==> src/design/mbd_pkg.sv <==
`timescale 1ns / 1ps
// ----------------------------------------------------------------------------
// mbd_pkg
// Shared types and constants of the multi-button debouncer.
// ----------------------------------------------------------------------------
package mbd_pkg;

  localparam int PIN_COUNT = 8;
  localparam int TIME_W    = 32;
  localparam int TIMER_W   = 16;
  localparam int HIST_W    = 32;
  localparam int CFG_IDX_W = 3;
  localparam int CFG_DAT_W = 32;

  localparam logic [HIST_W-1:0] HISTORY_RESET = 32'hFFFF_FFFF;
  localparam logic [TIMER_W-1:0] REPEAT_RESET = 16'd33;

  // operation codes
  localparam logic OP_POLL   = 1'b0;
  localparam logic OP_REPEAT = 1'b1;

  // register indexes
  localparam logic [CFG_IDX_W-1:0] REG_ENABLED_MASK    = 3'd0;
  localparam logic [CFG_IDX_W-1:0] REG_MIN_TICKS       = 3'd1;
  localparam logic [CFG_IDX_W-1:0] REG_GLITCH_MASK     = 3'd2;
  localparam logic [CFG_IDX_W-1:0] REG_LOCKOUT_TICKS   = 3'd3;
  localparam logic [CFG_IDX_W-1:0] REG_REPEAT_INTERVAL = 3'd4;

  typedef struct packed {
    logic [PIN_COUNT-1:0] enabled_mask;
    logic [TIMER_W-1:0]   min_ticks;
    logic [HIST_W-1:0]    glitch_mask;
    logic [TIMER_W-1:0]   lockout_ticks;
    logic [TIMER_W-1:0]   repeat_interval;
  } cfg_t;

  typedef struct packed {
    logic pressed;
    logic released;
  } lane_evt_t;

endpackage

==> src/design/mbd_cfg.sv <==
`timescale 1ns / 1ps
// ----------------------------------------------------------------------------
// mbd_cfg
// Configuration register file, written through the cfg channel.
// ----------------------------------------------------------------------------
module mbd_cfg (
  input  logic                            clk,
  input  logic                            rst_n,
  input  logic                            wr_en,
  input  logic [mbd_pkg::CFG_IDX_W-1:0]   wr_index,
  input  logic [mbd_pkg::CFG_DAT_W-1:0]   wr_data,
  output mbd_pkg::cfg_t                   cfg
);

  mbd_pkg::cfg_t cfg_r, cfg_nxt;

  always_comb begin
    cfg_nxt = cfg_r;
    if (wr_en) begin
      case (wr_index)
        mbd_pkg::REG_ENABLED_MASK:
          cfg_nxt.enabled_mask = wr_data[mbd_pkg::PIN_COUNT-1:0];
        mbd_pkg::REG_MIN_TICKS:
          cfg_nxt.min_ticks = wr_data[mbd_pkg::TIMER_W-1:0];
        mbd_pkg::REG_GLITCH_MASK:
          cfg_nxt.glitch_mask = wr_data[mbd_pkg::HIST_W-1:0];
        mbd_pkg::REG_LOCKOUT_TICKS:
          cfg_nxt.lockout_ticks = wr_data[mbd_pkg::TIMER_W-1:0];
        mbd_pkg::REG_REPEAT_INTERVAL:
          cfg_nxt.repeat_interval = wr_data[mbd_pkg::TIMER_W-1:0];
        default: begin
          // unmapped index, write ignored
        end
      endcase
    end
  end

  always_ff @(posedge clk) begin
    if (!rst_n) begin
      cfg_r.enabled_mask    <= '1;
      cfg_r.min_ticks       <= 16'd1;
      cfg_r.glitch_mask     <= 32'd7;
      cfg_r.lockout_ticks   <= 16'd15;
      cfg_r.repeat_interval <= mbd_pkg::REPEAT_RESET;
    end else begin
      cfg_r <= cfg_nxt;
    end
  end

  assign cfg = cfg_r;

endmodule

==> src/design/mbd_lane.sv <==
`timescale 1ns / 1ps
// ----------------------------------------------------------------------------
// mbd_lane
// One button: lockout countdown, level history and stable level decision.
// ----------------------------------------------------------------------------
module mbd_lane (
  input  logic                          clk,
  input  logic                          rst_n,
  input  logic                          poll_fire,
  input  logic [mbd_pkg::TIME_W-1:0]    ticks,
  input  logic                          pin,
  input  logic                          enabled,
  input  logic [mbd_pkg::HIST_W-1:0]    glitch_mask,
  input  logic [mbd_pkg::TIMER_W-1:0]   lockout_ticks,
  input  logic                          stable_level,
  output mbd_pkg::lane_evt_t            evt
);

  localparam int PAD_W = mbd_pkg::TIME_W - mbd_pkg::TIMER_W;

  logic [mbd_pkg::HIST_W-1:0]  hist_r, hist_nxt, hist_shift, sel;
  logic [mbd_pkg::TIMER_W-1:0] timer_r, timer_nxt, timer_dn;
  logic                        sample, lvl_lo, lvl_hi, new_level, change;

  always_comb begin
    // countdown by the elapsed time, saturating at zero
    if (timer_r == '0) begin
      timer_dn = '0;
    end else if (ticks < {{PAD_W{1'b0}}, timer_r}) begin
      timer_dn = timer_r - ticks[mbd_pkg::TIMER_W-1:0];
    end else begin
      timer_dn = '0;
    end

    sample     = enabled && (timer_dn == '0);
    hist_shift = {hist_r[mbd_pkg::HIST_W-2:0], pin};
    sel        = hist_shift & glitch_mask;
    // an empty glitch mask reads as all low
    lvl_lo     = (sel == '0);
    lvl_hi     = !lvl_lo && (sel == glitch_mask);
    new_level  = !lvl_lo;
    change     = poll_fire && sample && (lvl_lo || lvl_hi) && (new_level != stable_level);

    hist_nxt  = hist_r;
    timer_nxt = timer_r;
    if (poll_fire && enabled) begin
      timer_nxt = timer_dn;
      if (sample) begin
        hist_nxt = hist_shift;
      end
      if (change) begin
        timer_nxt = lockout_ticks;
      end
    end

    evt.pressed  = change && !new_level;
    evt.released = change && new_level;
  end

  always_ff @(posedge clk) begin
    if (!rst_n) begin
      hist_r  <= mbd_pkg::HISTORY_RESET;
      timer_r <= '0;
    end else begin
      hist_r  <= hist_nxt;
      timer_r <= timer_nxt;
    end
  end

endmodule

==> src/design/multi_button_debouncer.sv <==
`timescale 1ns / 1ps
// ----------------------------------------------------------------------------
// multi_button_debouncer
// Debounces up to eight buttons with lockout, combo and repeat reporting.
// ----------------------------------------------------------------------------
// an accepted input is loaded into the input register, and its result into the result
//   register once the result register is free; one item per cycle sustained, held
//   only by out_stall
// all per-button work is one parallel pass of the lanes between the registers
// reset (rst_n low, synchronous): histories all ones, timers zero, no button
//   held, poll and repeat times zero, registers at their documented defaults
module multi_button_debouncer #(
  parameter int NUM_BUTTONS = 8
) (
  input  logic                            clk,
  input  logic                            rst_n,

  input  logic                            in_valid,
  output logic                            in_stall,
  input  logic                            in_operation,
  input  logic [mbd_pkg::TIME_W-1:0]      in_now_ms,
  input  logic [mbd_pkg::PIN_COUNT-1:0]   in_pin_levels,

  output logic                            out_valid,
  input  logic                            out_stall,
  output logic                            out_poll_done,
  output logic [mbd_pkg::PIN_COUNT-1:0]   out_pressed_mask,
  output logic [mbd_pkg::PIN_COUNT-1:0]   out_released_mask,
  output logic [mbd_pkg::PIN_COUNT-1:0]   out_combo_mask,
  output logic [mbd_pkg::PIN_COUNT-1:0]   out_held_mask,
  output logic [mbd_pkg::PIN_COUNT-1:0]   out_repeat_mask,

  input  logic                            cfg_valid,
  output logic                            cfg_ready,
  input  logic [mbd_pkg::CFG_IDX_W-1:0]   cfg_index,
  input  logic [mbd_pkg::CFG_DAT_W-1:0]   cfg_data
);

  localparam int NP    = mbd_pkg::PIN_COUNT;
  localparam int LANES = (NUM_BUTTONS < NP) ? NUM_BUTTONS : NP;
  localparam int PAD_W = mbd_pkg::TIME_W - mbd_pkg::TIMER_W;

  function automatic logic [NP-1:0] smear_down(input logic [NP-1:0] x);
    logic [NP-1:0] y;
    y = x | (x >> 1);
    y = y | (y >> 2);
    y = y | (y >> 4);
    return y;
  endfunction

  mbd_pkg::cfg_t cfg;

  // input register
  logic                         s1_valid_r, s1_valid_nxt;
  logic                         op_r;
  logic [mbd_pkg::TIME_W-1:0]   now_r;
  logic [NP-1:0]                pins_r;

  // block state
  logic [NP-1:0]                stable_r, stable_nxt;
  logic [NP-1:0]                accum_r, accum_nxt;
  logic [mbd_pkg::TIME_W-1:0]   last_poll_r, last_poll_nxt;
  logic [mbd_pkg::TIME_W-1:0]   last_rep_r, last_rep_nxt;

  // result register
  logic                         out_valid_r, out_valid_nxt;
  logic                         done_r;
  logic [NP-1:0]                pressed_r, released_r, combo_r, held_r, rep_r;

  logic                         in_take, out_free, fire, poll_ok, poll_fire, rep_ok;
  logic [mbd_pkg::TIME_W-1:0]   ticks, rep_gap;
  logic [NP-1:0]                press_v, release_v, held0, combo_v;
  logic                         combo_evt;

  mbd_pkg::lane_evt_t           evt [LANES];

  assign cfg_ready = 1'b1;

  mbd_cfg u_cfg (
    .clk      (clk),
    .rst_n    (rst_n),
    .wr_en    (cfg_valid && cfg_ready),
    .wr_index (cfg_index),
    .wr_data  (cfg_data),
    .cfg      (cfg)
  );

  assign out_free = !out_valid_r || !out_stall;
  assign fire     = s1_valid_r && out_free;
  assign in_stall = s1_valid_r && !out_free;
  assign in_take  = in_valid && !in_stall;

  assign ticks     = now_r - last_poll_r;
  assign poll_ok   = (op_r == mbd_pkg::OP_POLL) && (ticks >= {{PAD_W{1'b0}}, cfg.min_ticks});
  assign poll_fire = fire && poll_ok;
  assign rep_gap   = now_r - last_rep_r;
  assign rep_ok    = (op_r == mbd_pkg::OP_REPEAT)
                  && (rep_gap >= {{PAD_W{1'b0}}, cfg.repeat_interval});

  genvar gi;
  generate
    for (gi = 0; gi < NP; gi++) begin : g_btn
      if (gi < LANES) begin : g_lane
        mbd_lane u_lane (
          .clk           (clk),
          .rst_n         (rst_n),
          .poll_fire     (poll_fire),
          .ticks         (ticks),
          .pin           (pins_r[gi]),
          .enabled       (cfg.enabled_mask[gi]),
          .glitch_mask   (cfg.glitch_mask),
          .lockout_ticks (cfg.lockout_ticks),
          .stable_level  (stable_r[gi]),
          .evt           (evt[gi])
        );
        assign press_v[gi]   = evt[gi].pressed;
        assign release_v[gi] = evt[gi].released;
      end else begin : g_none
        assign press_v[gi]   = 1'b0;
        assign release_v[gi] = 1'b0;
      end
    end
  endgenerate

  // index order: the combo fires when the highest held button releases with
  // every held button released and no press at or below it
  assign held0     = ~stable_r;
  assign combo_evt = poll_fire && (held0 != '0) && ((held0 & ~release_v) == '0)
                  && ((press_v & smear_down(held0)) == '0);
  assign combo_v   = combo_evt ? accum_r : '0;

  always_comb begin
    stable_nxt    = (stable_r & ~press_v) | release_v;
    accum_nxt     = accum_r;
    last_poll_nxt = last_poll_r;
    last_rep_nxt  = last_rep_r;
    if (poll_fire) begin
      last_poll_nxt = now_r;
      accum_nxt     = combo_evt ? press_v : (accum_r | press_v);
    end
    if (fire && rep_ok) begin
      last_rep_nxt = now_r;
    end

    if (in_take) begin
      s1_valid_nxt = 1'b1;
    end else if (fire) begin
      s1_valid_nxt = 1'b0;
    end else begin
      s1_valid_nxt = s1_valid_r;
    end

    if (fire) begin
      out_valid_nxt = 1'b1;
    end else if (!out_stall) begin
      out_valid_nxt = 1'b0;
    end else begin
      out_valid_nxt = out_valid_r;
    end
  end

  always_ff @(posedge clk) begin
    if (!rst_n) begin
      s1_valid_r  <= 1'b0;
      out_valid_r <= 1'b0;
      stable_r    <= '1;
      accum_r     <= '0;
      last_poll_r <= '0;
      last_rep_r  <= '0;
    end else begin
      s1_valid_r  <= s1_valid_nxt;
      out_valid_r <= out_valid_nxt;
      stable_r    <= stable_nxt;
      accum_r     <= accum_nxt;
      last_poll_r <= last_poll_nxt;
      last_rep_r  <= last_rep_nxt;
    end
  end

  // payload registers
  always_ff @(posedge clk) begin
    if (in_take) begin
      op_r   <= in_operation;
      now_r  <= in_now_ms;
      pins_r <= in_pin_levels;
    end
    if (fire) begin
      done_r     <= poll_ok;
      pressed_r  <= press_v;
      released_r <= release_v;
      combo_r    <= combo_v;
      held_r     <= ~stable_nxt;
      rep_r      <= rep_ok ? held0 : '0;
    end
  end

  assign out_valid         = out_valid_r;
  assign out_poll_done     = done_r;
  assign out_pressed_mask  = pressed_r;
  assign out_released_mask = released_r;
  assign out_combo_mask    = combo_r;
  assign out_held_mask     = held_r;
  assign out_repeat_mask   = rep_r;

  a_skipped_poll_quiet: assert property (@(posedge clk) disable iff (!rst_n)
    out_valid && !out_poll_done |->
      out_pressed_mask == '0 && out_released_mask == '0 && out_combo_mask == '0)
    else $error("result without a processed poll reports changes");

  a_press_release_apart: assert property (@(posedge clk) disable iff (!rst_n)
    out_valid |-> (out_pressed_mask & out_released_mask) == '0)
    else $error("button both pressed and released in one poll");

  a_pressed_is_held: assert property (@(posedge clk) disable iff (!rst_n)
    out_valid |-> (out_pressed_mask & ~out_held_mask) == '0 &&
                  (out_released_mask & out_held_mask) == '0)
    else $error("change masks disagree with held mask");

  a_repeat_only_held: assert property (@(posedge clk) disable iff (!rst_n)
    out_valid && out_repeat_mask != '0 |->
      !out_poll_done && (out_repeat_mask & ~out_held_mask) == '0)
    else $error("repeat mask outside held buttons or on a poll");

  a_state_still_when_idle: assert property (@(posedge clk) disable iff (!rst_n)
    !fire |=> $stable(stable_r) && $stable(accum_r) && $stable(last_poll_r))
    else $error("debounce state moved without an item");

endmodule
==> config.mk <==
export PLATFORM = sky130hd
export DESIGN_NAME = multi_button_debouncer
export DESIGN_NICKNAME = d
export VERILOG_FILES = /design/src/design/mbd_pkg.sv /design/src/design/mbd_cfg.sv /design/src/design/mbd_lane.sv /design/src/design/multi_button_debouncer.sv
export SDC_FILE = /design/constraint.sdc
export NUM_CORES = 2
export LEC_CHECK = 0
export BUFFER_PORTS_ARGS = -buffer_cell sky130_fd_sc_hd__buf_2
export CAP_MARGIN = 20
export CORE_ASPECT_RATIO = 2
export CORE_MARGIN = 1
export CORE_UTILIZATION = 45
export DETAILED_ROUTE_END_ITERATION = 6
export GPL_ROUTABILITY_DRIVEN = 0
export GPL_TIMING_DRIVEN = 0
export PLACE_DENSITY_LB_ADDON = 0.2
export SLEW_MARGIN = 25
export SYNTH_ARGS = -nofsm -noshare
export SYNTH_HDL_FRONTEND = slang
export SYNTH_SLANG_ARGS = --single-unit
==> constraint.sdc <==
create_clock -name clk -period 12.7 [get_ports clk]
set_input_delay 0.635 -clock clk [delete_from_list [all_inputs] [get_ports clk]]
set_output_delay 0.635 -clock clk [all_outputs]
set_load 0.005 [all_outputs]
==> reports/qor.csv <==
stage,metric,value,unit
worst_setup_path,FF-to-FF Start,now_r[0],
sta,Worst-Margin Slew,1350,ps
sta,unrepaired setup endpoints after global routing,false,
synth,synth unique cells,93,
synth,"Top FF cell, synth",dfxtp_1,
route,vias per inst,6.40,
worst_setup_path,Worst Path Arrival,8860,ps
clock_tree,clock-pin slew on the worst setup and hold paths,70,ps
sta,period utilisation layout,66.3,%
sta,Final Setup Violations,0,
worst_hold_path,hold path start,in_pin_levels[5],
power_and_ir_drop,VDD IR max,0.000117,V
global_routing,vias in the first global route,39900,
worst_setup_path,FF-to-FF path depth,23,
sta,"Hold Vio Cnt, Final",0,
global_routing,largest net degree at the start of global routing,27,
floorplanning,I/O Pins,125,
synth,mean post-synth cell area,8.03,µm²
placed_design,Area after DPL,43000,µm²
floorplanning,full die area,90800,µm²
synth,Synth area leader,dfxtp_1,
placed_design,Detailed Place HPWL,129,mm
clock_tree,clock root cell,clkbuf_16,
route,met2 wire len,79.9,mm
sta,Fmax,119,MHz
finish,register area,13400,µm²
floorplanning,area of the core,88400,µm²
floorplanning,row count,154,
synth,top post-synthesis cells by count,"738 x nand2_1, 546 x dfxtp_1, 373 x a21oi_1, 360 x inv_1, 342 x ha_1",
floorplanning,DIE HEIGHT,425,µm
synth,gate count of the mapped netlist,5016,
route,Detail Route Antenna Nets,0,
worst_setup_path,Max stage delay on crit path,780,ps
route,wire per inst,27.0,µm
clock_tree,CTS Sinks,628,
sta,Slew HR,9.93,%
route,wire length on met1,56.0,mm
synth,"flops & latches, synth",628,
power_and_ir_drop,pwr/cell area,125,nW/µm²
clock_tree,Worst-Skew Late Latency,720,ps
route,starting DRC count in detailed routing,4390,
clock_tree,Post-CTS Resized,0,
finish,multi-input combinational cell area,24700,µm²
worst_setup_path,crit-path max FO,10,
outcome,status,"finished, violations left",
clock_tree,Post-CTS Hold Fix Bufs,0,
sta,"Slew Viols, Final",0,
route,# DRC,183,
worst_setup_path,Worst Setup EP,out_combo_mask[0],
synth,Post-synth EDFFs,82,
global_routing,initial antenna violation count,5,
sta,Post-Route Setup TNS,0,ps
synth,syn_nets,5449,
floorplanning,Starting Density,45.5,%
finish,fin area,45000,µm²
finish,fill count,8659,
clock_tree,H-tree levels,2,
synth,Mapped Area,40300,µm²
clock_tree,setup repair bufs after CTS,0,
worst_hold_path,worst hold path class,in2reg,
synth,Synth Warn #,0,
worst_setup_path,crit start category,flop,
finish,final net count,5652,
worst_setup_path,crit-path cells,"inv_1, ha_1, inv_1, fa_2, a211oi_1, o21ai_0, xor2_4, inv_1, ha_1, or3_1, or2_2, o22a_1, a21o_1, a311oi_1, o21ai_0, nor4bb_1, a22oi_1, a21oi_1, nand3_1, o221ai_1, or4_1, buf_2, nor2_1",
floorplanning,die extent in x,214,µm
route,met3 routed WL,16.0,mm
synth,most numerous cell in the Yosys netlist,nand2_1,
worst_setup_path,Worst Setup SP,now_r[0],
worst_setup_path,R2R Path End,out_combo_mask[0],
power_and_ir_drop,P_leak,17.7,nW
clock_tree,Max Root-Sink Buffers,3,
route,via count,41200,
job,Max Cap Viol,0,
worst_setup_path,reg-to-reg setup timing slack,4280,ps
worst_setup_path,CP Capture Type,flop,
sta,minimum clock period,8420,ps
clock_tree,CTS tree,done,
worst_setup_path,Slowest cell on crit path,a21oi_1,
route,Top Layer Used,met5,
finish,share of layout cells above drive strength 1,6.64,%
finish,Area Overhead vs Synth,11.8,%
worst_setup_path,WP data required,13140,ps
global_routing,first-pass GRT wire length,252,mm
clock_tree,CTS Buf Count,57,
global_routing,GRT Util Overall,37.8,%
route,drt pass-1 iters,7,
route,WL final,174,mm
outcome,failing checks,DRC,
placed_design,IO Port Bufs,122,
synth,ys async rst share,0,%
synth,Area contributors post-synth,"dfxtp_1 27%, ha_1 11%, nand2_1 6.9%, edfxtp_1 6.1%, mux2i_1 4.8%",
synth,Synth top area share,27.1,%
worst_setup_path,CP dominant cell by count,inv_1,
global_routing,total grt overflow,0,
worst_setup_path,crit path kind,reg2reg,
sta,final worst clock skew,48.6,ps
synth,register area share after synthesis,33.3,%
==> critical path, delay by kind of cell (launching register included) <==
family | cells | cell delay [ps]
simple gates | 6 | 1820
flops | 1 | 390
fa+ha+maj | 3 | 1000
compound gates | 9 | 3550
xor+xnor | 1 | 490
buf+inv | 4 | 880
==> layout by cell type, fill, tap and decap left out, types with 53 or more instances in the layout <==
cell type / synthesis / final
a21oi_1: 373 / 368
o211ai_1: 53 / 53
ha_1: 342 / 342
clkbuf_16: 0 / 61
a211oi_1: 83 / 83
o21a_1: 61 / 61
edfxtp_1: 82 / 82
nand4_1: 55 / 55
nand2_1: 738 / 738
nor3_1: 88 / 88
inv_1: 360 / 360
o21ai_0: 238 / 237
nor4_1: 81 / 81
a22oi_1: 155 / 155
clkbuf_1: 231 / 221
o22ai_1: 121 / 121
nand3_1: 131 / 131
nor2_1: 312 / 312
xnor2_1: 62 / 56
dfxtp_1: 546 / 546
mux2i_1: 194 / 194
buf_2: 21 / 143
==> registers in the layout (all words and copies together) (netlist names) <==
register / flops
out_released_mask: 8
u_cfg.cfg: 88
g_btn.g_lane.u_lane.timer_r: 128
out_repeat_mask: 8
stable_r: 8
out_pressed_mask: 8
g_btn.g_lane.u_lane.hist_r: 248
out_held_mask: 8
out_poll_done: 1
out_valid: 1
pins_r: 8
op_r: 1
last_rep_r: 32
accum_r: 8
s1_valid_r: 1
now_r: 32
out_combo_mask: 8
last_poll_r: 32
==> report_power, final <==
part / internal (mW) / switching (mW)
combinational: 0.517 / 1.01
sequential: 2.07 / 0.0642
clock: 1.06 / 0.895
total: 3.64 / 1.97
==> final cells by class <==
type                            instances  area share (%)
Tap cell                             1170            3.25
Clock buffer                           77            3.70
Clock inverter                         31           0.872
Antenna cell                            4          0.0222
Timing Repair Buffer                  144            2.16
Inverter                              362            3.02
Multi-Input combinational cell       3753            54.8
Buffer                                273            2.41
Sequential cell                       628            29.7
==> logic make-up (layout without fill, tap and decap cells) <==
kind of cell / count (synthesis) / in the layout / synth area share (%)
other: 1 / 5 / 0.00931
muxes: 198 / 198 / 4.93
and+or+nand+nor: 1671 / 1671 / 19.1
DFF: 628 / 628 / 33.3
AOI/OAI and AO/OA: 1418 / 1418 / 23.1
xor gates and xnor gates: 113 / 113 / 2.46
buffers and inverters: 635 / 887 / 6.01
adders and majority gates: 352 / 352 / 11.1
==> how the worst min path moves through the flow <==
stage,end,depth (start not counted)
after floorplan,last_rep_r[10],2
after global placement,last_poll_r[27],2
after detailed placement,last_poll_r[12],2
after CTS,pins_r[5],1
after global routing,pins_r[5],1
final,pins_r[5],1
==> stage by stage <==
stage | hold slack [ps] | worst slack [ps] | util (%) | std cells | power, mW
after floorplan | 435 | 6010 | - | 5016 | 3.09
after global placement | 441 | 2140 | 47.9 | 6308 | 3.57
after detailed placement | 446 | 4510 | 48.6 | 6329 | 3.64
after CTS | 81.0 | 4440 | 50.9 | 6437 | 5.56
after global routing | 87.8 | 3990 | 50.9 | 6439 | 5.79
final | 91.8 | 4280 | 50.9 | 6442 | 5.61
==> per-layer routing <==
metal  track usage [%]  vias to the layer above
met1              37.3                    19200
li1                  -                    18500
met3              10.1                     1064
met2              62.1                     2460
met4              38.5                        4
met5             0.602                        -
(Power assumes the default switching activity.)
